File: src/sv/pcl_pkg.sv
// Shared types, widths and constants of the PSK Costas carrier loop.
// Holds the quarter-wave sine table and its lookup function.
// No dependencies.
package pcl_pkg;

    // Sample, phase and table sizes
    localparam int SAMPLE_WIDTH    = 16;
    localparam int PHASE_WIDTH     = 32;
    localparam int SINE_TABLE_BITS = 10;

    localparam int FRAC_BITS = SAMPLE_WIDTH - 2;
    localparam int GAIN_W    = 31;
    localparam int CFG_IDX_W = 2;

    // Sine/cosine: signed Q1.14
    localparam int SINE_W     = 16;
    localparam int SINE_MAG_W = 15;
    localparam int SINE_ONE   = 16384;
    localparam int SINE_QB    = SINE_TABLE_BITS - 2;
    localparam int SINE_QTR   = 2 ** SINE_QB;

    // 8-PSK factor sqrt2-1 in Q16
    localparam int K8PSK = 27146;

    // Datapath widths
    localparam int MIX_W   = SAMPLE_WIDTH + SINE_W;
    localparam int SUM_W   = MIX_W + 1;
    localparam int PA_W    = SAMPLE_WIDTH + 1;
    localparam int KOP_W   = (PA_W > 17) ? PA_W : 17;
    localparam int EPROD_W = 2 * KOP_W;
    localparam int EW      = EPROD_W + 2;
    localparam int ERR_W   = SAMPLE_WIDTH;
    localparam int GPROD_W = GAIN_W + 1 + ERR_W;
    localparam int GTERM_W = GPROD_W - FRAC_BITS;
    localparam int FSUM_W  = GTERM_W + 1;

    // One radian per sample in phase units, rounded down
    localparam logic [PHASE_WIDTH-1:0] FREQ_LIMIT =
        PHASE_WIDTH'(((64'd1 << PHASE_WIDTH) * 64'd1000000000) / 64'd6283185307);

    // Register indexes
    localparam logic [CFG_IDX_W-1:0] REG_MODE  = 2'd0;
    localparam logic [CFG_IDX_W-1:0] REG_ALPHA = 2'd1;
    localparam logic [CFG_IDX_W-1:0] REG_BETA  = 2'd2;

    // Error detector codes
    localparam logic [1:0] MODE_BPSK = 2'd0;
    localparam logic [1:0] MODE_QPSK = 2'd1;
    localparam logic [1:0] MODE_8PSK = 2'd2;

    // Sequencer states
    typedef enum logic [2:0] {
        S_IDLE,
        S_MIX,
        S_ROUND,
        S_ERR_MUL,
        S_ERR_FORM,
        S_GAIN,
        S_UPDATE
    } t_state;

    // Datapath commands, one step per flag
    typedef struct packed {
        logic load_in;
        logic mix;
        logic round;
        logic err_mul;
        logic err_form;
        logic gain;
        logic update;
    } t_dp_cmd;

    typedef logic [SINE_MAG_W-1:0] t_sine_lut [SINE_QTR];

    // First quadrant: s(x) = a*x - b*x^3 + c*x^5 in Q16, then to Q14
    function automatic t_sine_lut build_sine_lut();
        t_sine_lut lut;
        longint unsigned x;
        longint unsigned x2;
        longint unsigned t;
        longint unsigned s;
        for (int m = 0; m < SINE_QTR; m++) begin
            x  = 64'(m) << (16 - SINE_QB);
            x2 = (x * x) >> 16;
            t  = 64'd42048 - ((x2 * 64'd4640) >> 16);
            t  = 64'd102944 - ((x2 * t) >> 16);
            s  = (x * t) >> 16;
            s  = (s + 64'd2) >> 2;
            if (s > 64'(SINE_ONE)) begin
                s = 64'(SINE_ONE);
            end
            lut[m] = SINE_MAG_W'(s);
        end
        return lut;
    endfunction

    localparam t_sine_lut SINE_LUT = build_sine_lut();

    // Full-circle sine by quarter-wave symmetry
    function automatic logic signed [SINE_W-1:0] sine_q14(
        input logic [SINE_TABLE_BITS-1:0] idx
    );
        logic [1:0]                quad;
        logic [SINE_QB-1:0]        k;
        logic [SINE_QB:0]          m;
        logic [SINE_MAG_W-1:0]     mag;
        logic signed [SINE_W-1:0]  sv;
        quad = idx[SINE_TABLE_BITS-1 -: 2];
        k    = idx[SINE_QB-1:0];
        m    = quad[0] ? ((SINE_QB+1)'(SINE_QTR) - {1'b0, k}) : {1'b0, k};
        mag  = m[SINE_QB] ? SINE_MAG_W'(SINE_ONE) : SINE_LUT[m[SINE_QB-1:0]];
        sv   = signed'(SINE_W'(mag));
        return quad[1] ? -sv : sv;
    endfunction

endpackage

File: src/sv/pcl_ctrl.sv
// Sequencer of the PSK Costas carrier loop: steps one sample through
// the datapath and owns the input stall and output valid. Uses pcl_pkg.
module pcl_ctrl (
    input  logic             i_clk,
    input  logic             i_rst_n,
    input  logic             i_in_valid,
    output logic             o_in_stall,
    output logic             o_out_valid,
    input  logic             i_out_stall,
    output pcl_pkg::t_dp_cmd o_cmd
);
    import pcl_pkg::*;

    t_state r_state;
    t_state n_state;
    logic   r_out_valid;
    logic   n_out_valid;

    always_ff @(posedge i_clk) begin
        if (!i_rst_n) begin
            r_state     <= S_IDLE;
            r_out_valid <= 1'b0;
        end else begin
            r_state     <= n_state;
            r_out_valid <= n_out_valid;
        end
    end

    always_comb begin
        n_state = r_state;
        o_cmd   = '0;
        unique case (r_state)
            S_IDLE: begin
                if (i_in_valid) begin
                    o_cmd.load_in = 1'b1;
                    n_state       = S_MIX;
                end
            end
            S_MIX: begin
                o_cmd.mix = 1'b1;
                n_state   = S_ROUND;
            end
            S_ROUND: begin
                // hold until the output register is free or drains this edge
                if (!r_out_valid || !i_out_stall) begin
                    o_cmd.round = 1'b1;
                    n_state     = S_ERR_MUL;
                end
            end
            S_ERR_MUL: begin
                o_cmd.err_mul = 1'b1;
                n_state       = S_ERR_FORM;
            end
            S_ERR_FORM: begin
                o_cmd.err_form = 1'b1;
                n_state        = S_GAIN;
            end
            S_GAIN: begin
                o_cmd.gain = 1'b1;
                n_state    = S_UPDATE;
            end
            S_UPDATE: begin
                o_cmd.update = 1'b1;
                n_state      = S_IDLE;
            end
            default: begin
                n_state = S_IDLE;
            end
        endcase
    end

    assign n_out_valid = o_cmd.round | (r_out_valid & i_out_stall);
    assign o_in_stall  = (r_state != S_IDLE);
    assign o_out_valid = r_out_valid;

endmodule

File: config.mk
export PLATFORM = sky130hd
export DESIGN_NAME = pcl_ctrl
export DESIGN_NICKNAME = d
export VERILOG_FILES = /design/src/sv/pcl_pkg.sv /design/src/sv/pcl_ctrl.sv
export SDC_FILE = /design/constraint.sdc
export NUM_CORES = 1
export LEC_CHECK = 0
export BUFFER_PORTS_ARGS = -buffer_cell sky130_fd_sc_hd__buf_2
export CAP_MARGIN = 20
export CORE_AREA = 5 5 42 44
export CTS_CLUSTER_SIZE = 14
export DETAILED_ROUTE_END_ITERATION = 16
export DIE_AREA = 0 0 47 49
export PLACE_DENSITY = 0.39
export SETUP_SLACK_MARGIN = 0.05
export SLEW_MARGIN = 20
export SYNTH_ARGS = -nofsm -noshare
export SYNTH_HDL_FRONTEND = slang
export SYNTH_SLANG_ARGS = --single-unit
File: constraint.sdc
create_clock -name i_clk -period 1.26 [get_ports i_clk]
set_input_delay 0.189 -clock i_clk [delete_from_list [all_inputs] [get_ports i_clk]]
set_output_delay 0.189 -clock i_clk [all_outputs]
set_load 0.01 [all_outputs]
# Yosys cells after proc, flatten, opt, wreduce, memory -nomap -nowiden
# Index checks and enable logic that the tools add are counted.
# totals
ff_bits	4
inputBits	4
output_inout_bits	9
wordCells	30
# classes
eq_ne	8
n_mux	12
bitwise	2
reduce_logical	6
# ops
operator	n
$pmux W3 S6	1
$eq A3 B3 Y1 const B	3
$mux W1	9
$eq A3 B2 Y1 const B	2
$mux W3	2
$ne A2 B2 Y1 const B	2
$eq A3 B1 Y1 const B	1
$logic_not A3 Y1	1
$reduce_bool A3 Y1	1
$logic_not A1 Y1	2
$reduce_and A2 Y1	1
$and A1 B1 Y1	1
$logic_or A1 B1 Y1	1
$or A1 B1 Y1	1

# Longest topological paths before layout
# Gate-level depths: netlist of run 1.
# logic_depth
ltp_word	5
ltp_mapped	3
ltp_nobuf	3

# Worst setup path before layout of run 1
# Ideal clock, no wire load.
# synth_timing
kind	register to output
from	reg r_state[2]
to	out o_cmd[6] (netlist name)
t_arrival_ns	0.965
required_time_ns	1.071
slack_ns	0.106
stages_incl_launch_ff	3
n_path_buf	0
cell_sequence	dfxtp_1 or3_1 nor2_1
# synth_lines
item	line	rtl
start: declaration	pcl_ctrl.sv:14	t_state r_state;
start signal: assignment	pcl_ctrl.sv:24	r_state <= n_state;
end: declaration	pcl_ctrl.sv:10	output pcl_pkg::t_dp_cmd o_cmd

==> results of run 1 <==
==> cells in the mapped netlist, drive strengths merged <==
cell type | instances | area share [%]
a21boi | 2 | 7.1
nor3b | 3 | 11
nor2 | 4 | 7.1
nor3 | 1 | 2.4
a21oi | 1 | 2.4
a2bb2oi | 1 | 4.1
nor2b | 1 | 6.5
dfxtp | 4 | 38
nand2 | 1 | 1.8
or3 | 1 | 3.0
nand2b | 2 | 5.9
inv | 2 | 3.6
o21a | 1 | 3.6
and2 | 1 | 4.1
==> area by class of cell <==
class                           instances  area [µm²]
Fill cell                             149       992.2
Multi-Input combinational cell         19       160.2
Timing Repair Buffer                   17       107.6
Sequential cell                         4       91.34
Clock buffer                            3       22.52
Tap cell                               16       20.02
Inverter                                2       7.507
==> how the worst max path moves through the flow <==
stage / from / slack, ps / cells after the start / end
2_1_floorplan: r_state[2] / 110 / 2 / o_cmd[6]
3_3_place_gp: r_state[0] / 120 / 3 / o_cmd[6]
3_5_place_dp: r_state[2] / 120 / 3 / o_cmd[6]
4_1_cts: r_state[0] / -100 / 3 / o_cmd[6]
5_1_grt: r_state[2] / -140 / 3 / o_cmd[6]
6_report: r_state[2] / -80 / 3 / o_cmd[6]
==> cells by family after synthesis <==
family / share of synthesized area, %
flops: 37.87
simple gates: 41.41
buf+inv: 3.552
compound gates: 17.16
==> routing by layer <==
metal	routed length, µm	GRT usage [%]	vias to the layer above
met5	0	0	-
met4	0	6.912	0
met3	79	4.428	0
met2	283	9.050	9
met1	237	6.798	111
li1	-	-	127
==> state kept, by name, indices dropped and copies added, names as in the netlist <==
name / cells
r_state: 3
o_out_valid: 1
==> timing repair <==
| item | CTS | global route |
|---|---|---|
| setup buffers | 4 | 0 |
| gates resized for setup | 9 | 6 |
| setup endpoints to repair | 7 | 8 |
| pin swaps | 1 | 2 |
| endpoints found under the hold margin | 0 | 0 |
==> per-stage QoR <==
step | setup slack (ps) | area (µm²) | cells | total power, mW
2_1_floorplan | 106.1 | 211.5 | 25 | 0.2128
6_report | -80.39 | 409.1 | 61 | 0.4635
5_1_grt | -138.8 | 409.1 | 61 | 0.5008
4_1_cts | -100.6 | 382.9 | 61 | 0.4593
3_3_place_gp | 117.1 | 299.0 | 54 | 0.2592
3_5_place_dp | 124.2 | 299.0 | 54 | 0.2562
==> power groups by stage <==
| stage | Clock (mW) | Sequential [mW] | Combinational [mW] |
|---|---|---|---|
| finish | 0.160 | 0.150 | 0.154 |
| CTS | 0.172 | 0.149 | 0.138 |
| floorplan | 0 | 0.155 | 0.0580 |
| global route | 0.181 | 0.152 | 0.167 |
| detailed placement | 0 | 0.155 | 0.101 |
| global placement | 0 | 0.156 | 0.103 |
==> cell usage in the layout, fill, tap and decap left out, drive strengths merged <==
cell and instances:
inv 2, a21boi 2, a2bb2oi 1, or3 1, and2 1, o21a 1, a21oi 1, buf 17
nor3b 3, nor2 4, nand2b 2, nor2b 1, nand2 1, dfxtp 4, clkbuf 3, nor3 1
==> impl_metrics.py, run 1 <==
metrics = {
    "route": {
        "antenna_left": 0,
        "post_drt_wl_per_cell_um": 9.836,
        "route.detailed.drc": 0,
        "dr.first_iter.drc_count": 2,
        "wirelength_um": 600,
        "dr_total_vias": 247,
        "vias_per_cell": 4.049,
        "firstDrtPassIters": 5,
    },
    "sta": {
        "setup_tns_ps": -98.89,
        "slew_viol_final": 0,
        "finalHoldViolCount": 0,
        "worst_clock_skew_ps": 4.271,
        "final.setup.worst_slack_ps": -80.39,
        "final_min_period_over_clock_period_pct": 106.4,
        "max_slew_margin_pct": 89.03,
        "hold_ws_ps": 207.1,
        "period_needed_ps": 1340,
        "unrepaired_setup_endpoints_after_global_routing": "true",
        "setup_violations": 2,
        "worst-slew-pin-transition_ps": 164.2,
        "max_freq_ghz": 0.7461,
    },
    "yosys": {
        "synth-seq-area-share_pct": 37.87,
        "synth_fp_nets": 29,
        "yosys_register_bits": 4,
        "syn-cell-area_um2": 211.5,
        "synth_cell_type_count": 14,
        "yosysWarningCount": 0,
        "synthCells": 25,
        "synth_area_per_cell_um2": 8.458,
    },
    "global_route": {
        "grt_residual_overflow": 0,
        "pin_count_of_the_biggest_net_entering_global_routing": 6,
        "antenna_found_initial": 0,
        "grt_first_pass_wirelength_um": 1048,
        "first_global_vias": 251,
        "gr-usage-all-layers_pct": 6.897,
    },
    "worst_setup_path": {
        "critPathCaptureType": "output pin",
        "cell_chain_of_the_critical_path": "or3_4 -> nor2_1 -> buf_2",
        "worst_r2r_path_depth": 4,
        "critical-path-max-stage-delay_ps": 360,
        "worst_r2r_endpoint": "o_out_valid",
        "timing.critical_path.arrival_ps": 1150,
        "critical_path.slowest_cell": "sky130_fd_sc_hd__or3_4",
        "worst_path_dominant_cell_family": "simple AND/OR/NAND/NOR gates",
        "ff2ff_setup_slack_ps": 330,
        "crit_path_start_kind": "flop",
        "critical_path.n_buffers_inverters": 1,
        "cp.required_ps": 1070,
        "setup_crit_path_kind": "reg -> out",
        "worstReg2RegStart": "r_state[1]",
        "critPathMaxFanout": 5,
    },
    "run": {
        "cap_viol_max_count": 0,
    },
    "worst_hold_path": {
        "hold_class": "in -> reg",
        "hold_start": "i_rst_n",
        "whs_endpoint": "r_state[2]",
        "worst_hold_path.num_cells": 2,
    },
    "die": {
        "placeableCoreArea_mm2": 0.001401,
        "top_level_ports": 13,
        "chipHeight_um": 49,
        "die_area_mm2": 0.002303,
        "floorplan.initialDensity_pct": 15.09,
        "std_cell_rows": 14,
        "die_width_um": 47,
    },
    "run_status": {
        "status": "finished, violations left",
        "violated_checks": "negative setup slack",
    },
    "cts": {
        "clock_h_tree_levels": 1,
        "cts-root-to-sink-buffers": 2,
        "clock-root-buffer": "sky130_fd_sc_hd__clkbuf_4",
        "clkSlewWorstSetupHoldPaths_ps": 40,
        "tritoncts_clock_tree": "yes",
        "cts_made_buffers": 3,
        "clock-sinks": 4,
        "clk-insertion-delay-late_ps": 240,
        "holdBufCountCts": 0,
    },
    "pwr": {
        "share_seq_of_total_power_pct": 32.4,
        "power_density_relative_to_cell_area_mw_per_mm2": 1133,
        "swShare_pct": 27.99,
        "p_switching_uw": 129.7,
        "p_int_uw": 333.8,
        "ir_drop_v": 0.0003299,
        "power_leakage_nw": 0.1901,
        "logic_pwr_share_pct": 33.2,
        "clock_network_fraction_of_design_power_pct": 34.4,
    },
    "finish": {
        "syn_to_final_growth_pct": 93.49,
        "finalNetCount": 51,
        "fraction_of_layout_cells_with_a_size_suffix_above_1_pct": 71.11,
        "antenna_cells_inserted": 0,
        "final_util_pct": 29.20,
    },
    "placement": {
        "io_buffers": 12,
        "gp_congestion": 0.6858,
    },
}
No activity file was read; power rests on OpenSTA's default activity.
==> run 2: changes to the inputs <==
Settings changed: CELL_PAD_IN_SITES_DETAIL_PLACEMENT from default to 1, CELL_PAD_IN_SITES_GLOBAL_PLACEMENT from default to 1, CORE_AREA 5 5 42 44 to 2 2 39 41, DIE_AREA 0 0 47 49 to 0 0 41 43, PLACE_DENSITY 0.39 to 0.5.
==> run 2 against run 1 <==
- power fell by 5.1%
- critical path type unchanged
- the flow still finishes with violations (negative setup slack)
- global-route usage rose by 2.2 points
- hold slack better by 4.2 ps
- clock skew fell by 3.7 ps
- largest power group unchanged
- sequential share of layout area rose by 1.6 points
- setup slack improved by 4.8 ps
==> impl_metrics.py, run 2 (synthesized netlist as in run 1, its figures left out) <==
metrics = {
    "sta": {
        "setup_violations": 3,
        "unrepaired_setup_endpoints_after_global_routing": "true",
        "period_needed_ps": 1336,
        "final.setup.worst_slack_ps": -75.54,
        "hold_ws_ps": 211.3,
        "finalHoldViolCount": 0,
        "max_slew_margin_pct": 89.80,
        "slew_viol_final": 0,
        "final_min_period_over_clock_period_pct": 106.0,
        "worst-slew-pin-transition_ps": 152.7,
        "worst_clock_skew_ps": 0.6133,
        "max_freq_ghz": 0.7488,
    },
    "finish": {
        "syn_to_final_growth_pct": 75.74,
        "layout.cells.most_common": "sky130_fd_sc_hd__buf_2",
        "largest_register_ffs": 3,
        "finish.instance_area_um2": 371.6,
        "fraction_of_layout_cells_with_a_size_suffix_above_1_pct": 69.05,
        "n_fill_cell": 181,
        "largest-register": "r_state",
        "antenna_cells_inserted": 0,
        "finalNetCount": 48,
        "most-common-layout-cells": "sky130_fd_sc_hd__buf_2 (11), sky130_fd_sc_hd__clkbuf_4 (3)",
    },
    "placement": {
        "placedInstanceArea_um2": 299.0,
        "place_worst_setup_slack_ps": 84.04,
        "gp_congestion": 0.6361,
        "io_buffers": 12,
        "post-dp-hpwl_um": 491.9,
    },
    "worst_setup_path": {
        "crit_path_start_kind": "flop",
        "cell_chain_of_the_critical_path": "or3_4 -> nor2_2 -> buf_2",
        "setup_crit_path_kind": "reg -> out",
        "critical_path.n_buffers_inverters": 1,
        "critPathCaptureType": "output pin",
        "critical_path.slowest_cell": "sky130_fd_sc_hd__or3_4",
        "cp.required_ps": 1070,
        "timing.critical_path.arrival_ps": 1150,
        "critical-path-max-stage-delay_ps": 370,
        "worst_path_dominant_cell_family": "simple AND/OR/NAND/NOR gates",
        "critPathMaxFanout": 6,
    },
    "die": {
        "die_area_mm2": 0.001763,
        "die_width_um": 41,
        "std_cell_rows": 14,
        "placeableCoreArea_mm2": 0.001384,
        "chipHeight_um": 43,
        "top_level_ports": 13,
        "floorplan.initialDensity_pct": 15.28,
    },
    "global_route": {
        "grt_most_used_layer": "met2",
        "first_global_vias": 248,
        "met3_usage_pct": 3.141,
        "antenna_found_initial": 0,
        "grt_first_pass_wirelength_um": 1048,
        "grt_util_met1_pct": 9.936,
        "gr-usage-all-layers_pct": 9.127,
        "grt_residual_overflow": 0,
        "pin_count_of_the_biggest_net_entering_global_routing": 9,
        "groute.layer.met2.usage_pct": 13.13,
    },
    "run": {
        "cap_viol_max_count": 0,
    },
    "route": {
        "dr_total_vias": 243,
        "firstDrtPassIters": 1,
        "vias_per_cell": 4.190,
        "route.detailed.drc": 0,
        "post_drt_wl_per_cell_um": 10.78,
        "wirelength_um": 625,
        "dr.first_iter.drc_count": 0,
        "antenna_left": 0,
    },
    "run_status": {
        "violated_checks": "negative setup slack",
        "status": "finished, violations left",
    },
    "pwr": {
        "power_leakage_nw": 0.1716,
        "power_density_relative_to_cell_area_mw_per_mm2": 1183,
        "ir_drop_v": 0.0003531,
        "finalPower_uw": 439.7,
    },
    "cts": {
        "clkSlewWorstSetupHoldPaths_ps": 40,
        "cts-root-to-sink-buffers": 2,
        "clock-sinks": 4,
        "holdBufCountCts": 0,
        "clock_h_tree_levels": 1,
        "clock-root-buffer": "sky130_fd_sc_hd__clkbuf_4",
        "tritoncts_clock_tree": "yes",
        "clk-insertion-delay-late_ps": 230,
        "cts_made_buffers": 3,
    },
    "worst_hold_path": {
        "hold_class": "in -> reg",
    },
}
-- run 2: routing by layer --
metal / wire length, µm / vias to the layer above
met1: 250 / 112
met3: 52 / 0
met5: 0 / -
met2: 323 / 10
li1: - / 121
met4: 0 / 0
-- run 2: path summary, 6_finish.rpt --
kind	startpoint	end	slack, ps	cells after the start
worst min register to register	r_state[0]	r_state[0]	450	1
worst max register to register	r_state[1]	r_state[2]	380	3
worst max-delay path	r_state[0]	o_cmd[6]	-80	3
worst min-delay path	i_rst_n	r_state[2]	210	2
-- run 2: area by class of cell --
class / count / area (µm²) / share of cell area (%)
Multi-Input combinational cell: 19 / 151.4 / 40.74
Sequential cell: 4 / 88.84 / 23.91
Inverter: 2 / 7.507 / 2.020
Tap cell: 16 / 20.02 / 5.387
Timing Repair Buffer: 14 / 81.33 / 21.89
Clock buffer: 3 / 22.52 / 6.061
-- run 2: timing repair --
item                                    CTS  global route
resized for setup                         4             9
gates cloned                              0             0
buffers inserted                          0             1
pin swaps                                 2             1
endpoints found under the setup margin    8             8
-- run 2: report_power, final --
group	switching [mW]	leakage (nW)	internal [mW]
logic	0.0597	0.123	0.0699
clock network	0.0513	0.0138	0.106
registers	0.0131	0.0345	0.139
total	0.124	0.172	0.316
-- run 2: per-stage QoR --
| step | setup TNS (ps) | instances | util, % |
|---|---|---|---|
| 2_1_floorplan | 0 | 25 | - |
| 3_3_place_gp | 0 | 54 | 21.61 |
| 3_5_place_dp | 0 | 54 | 21.61 |
| 4_1_cts | -253.9 | 57 | 23.69 |
| 5_1_grt | -319.0 | 58 | 26.85 |
| 6_report | -128.8 | 58 | 26.85 |
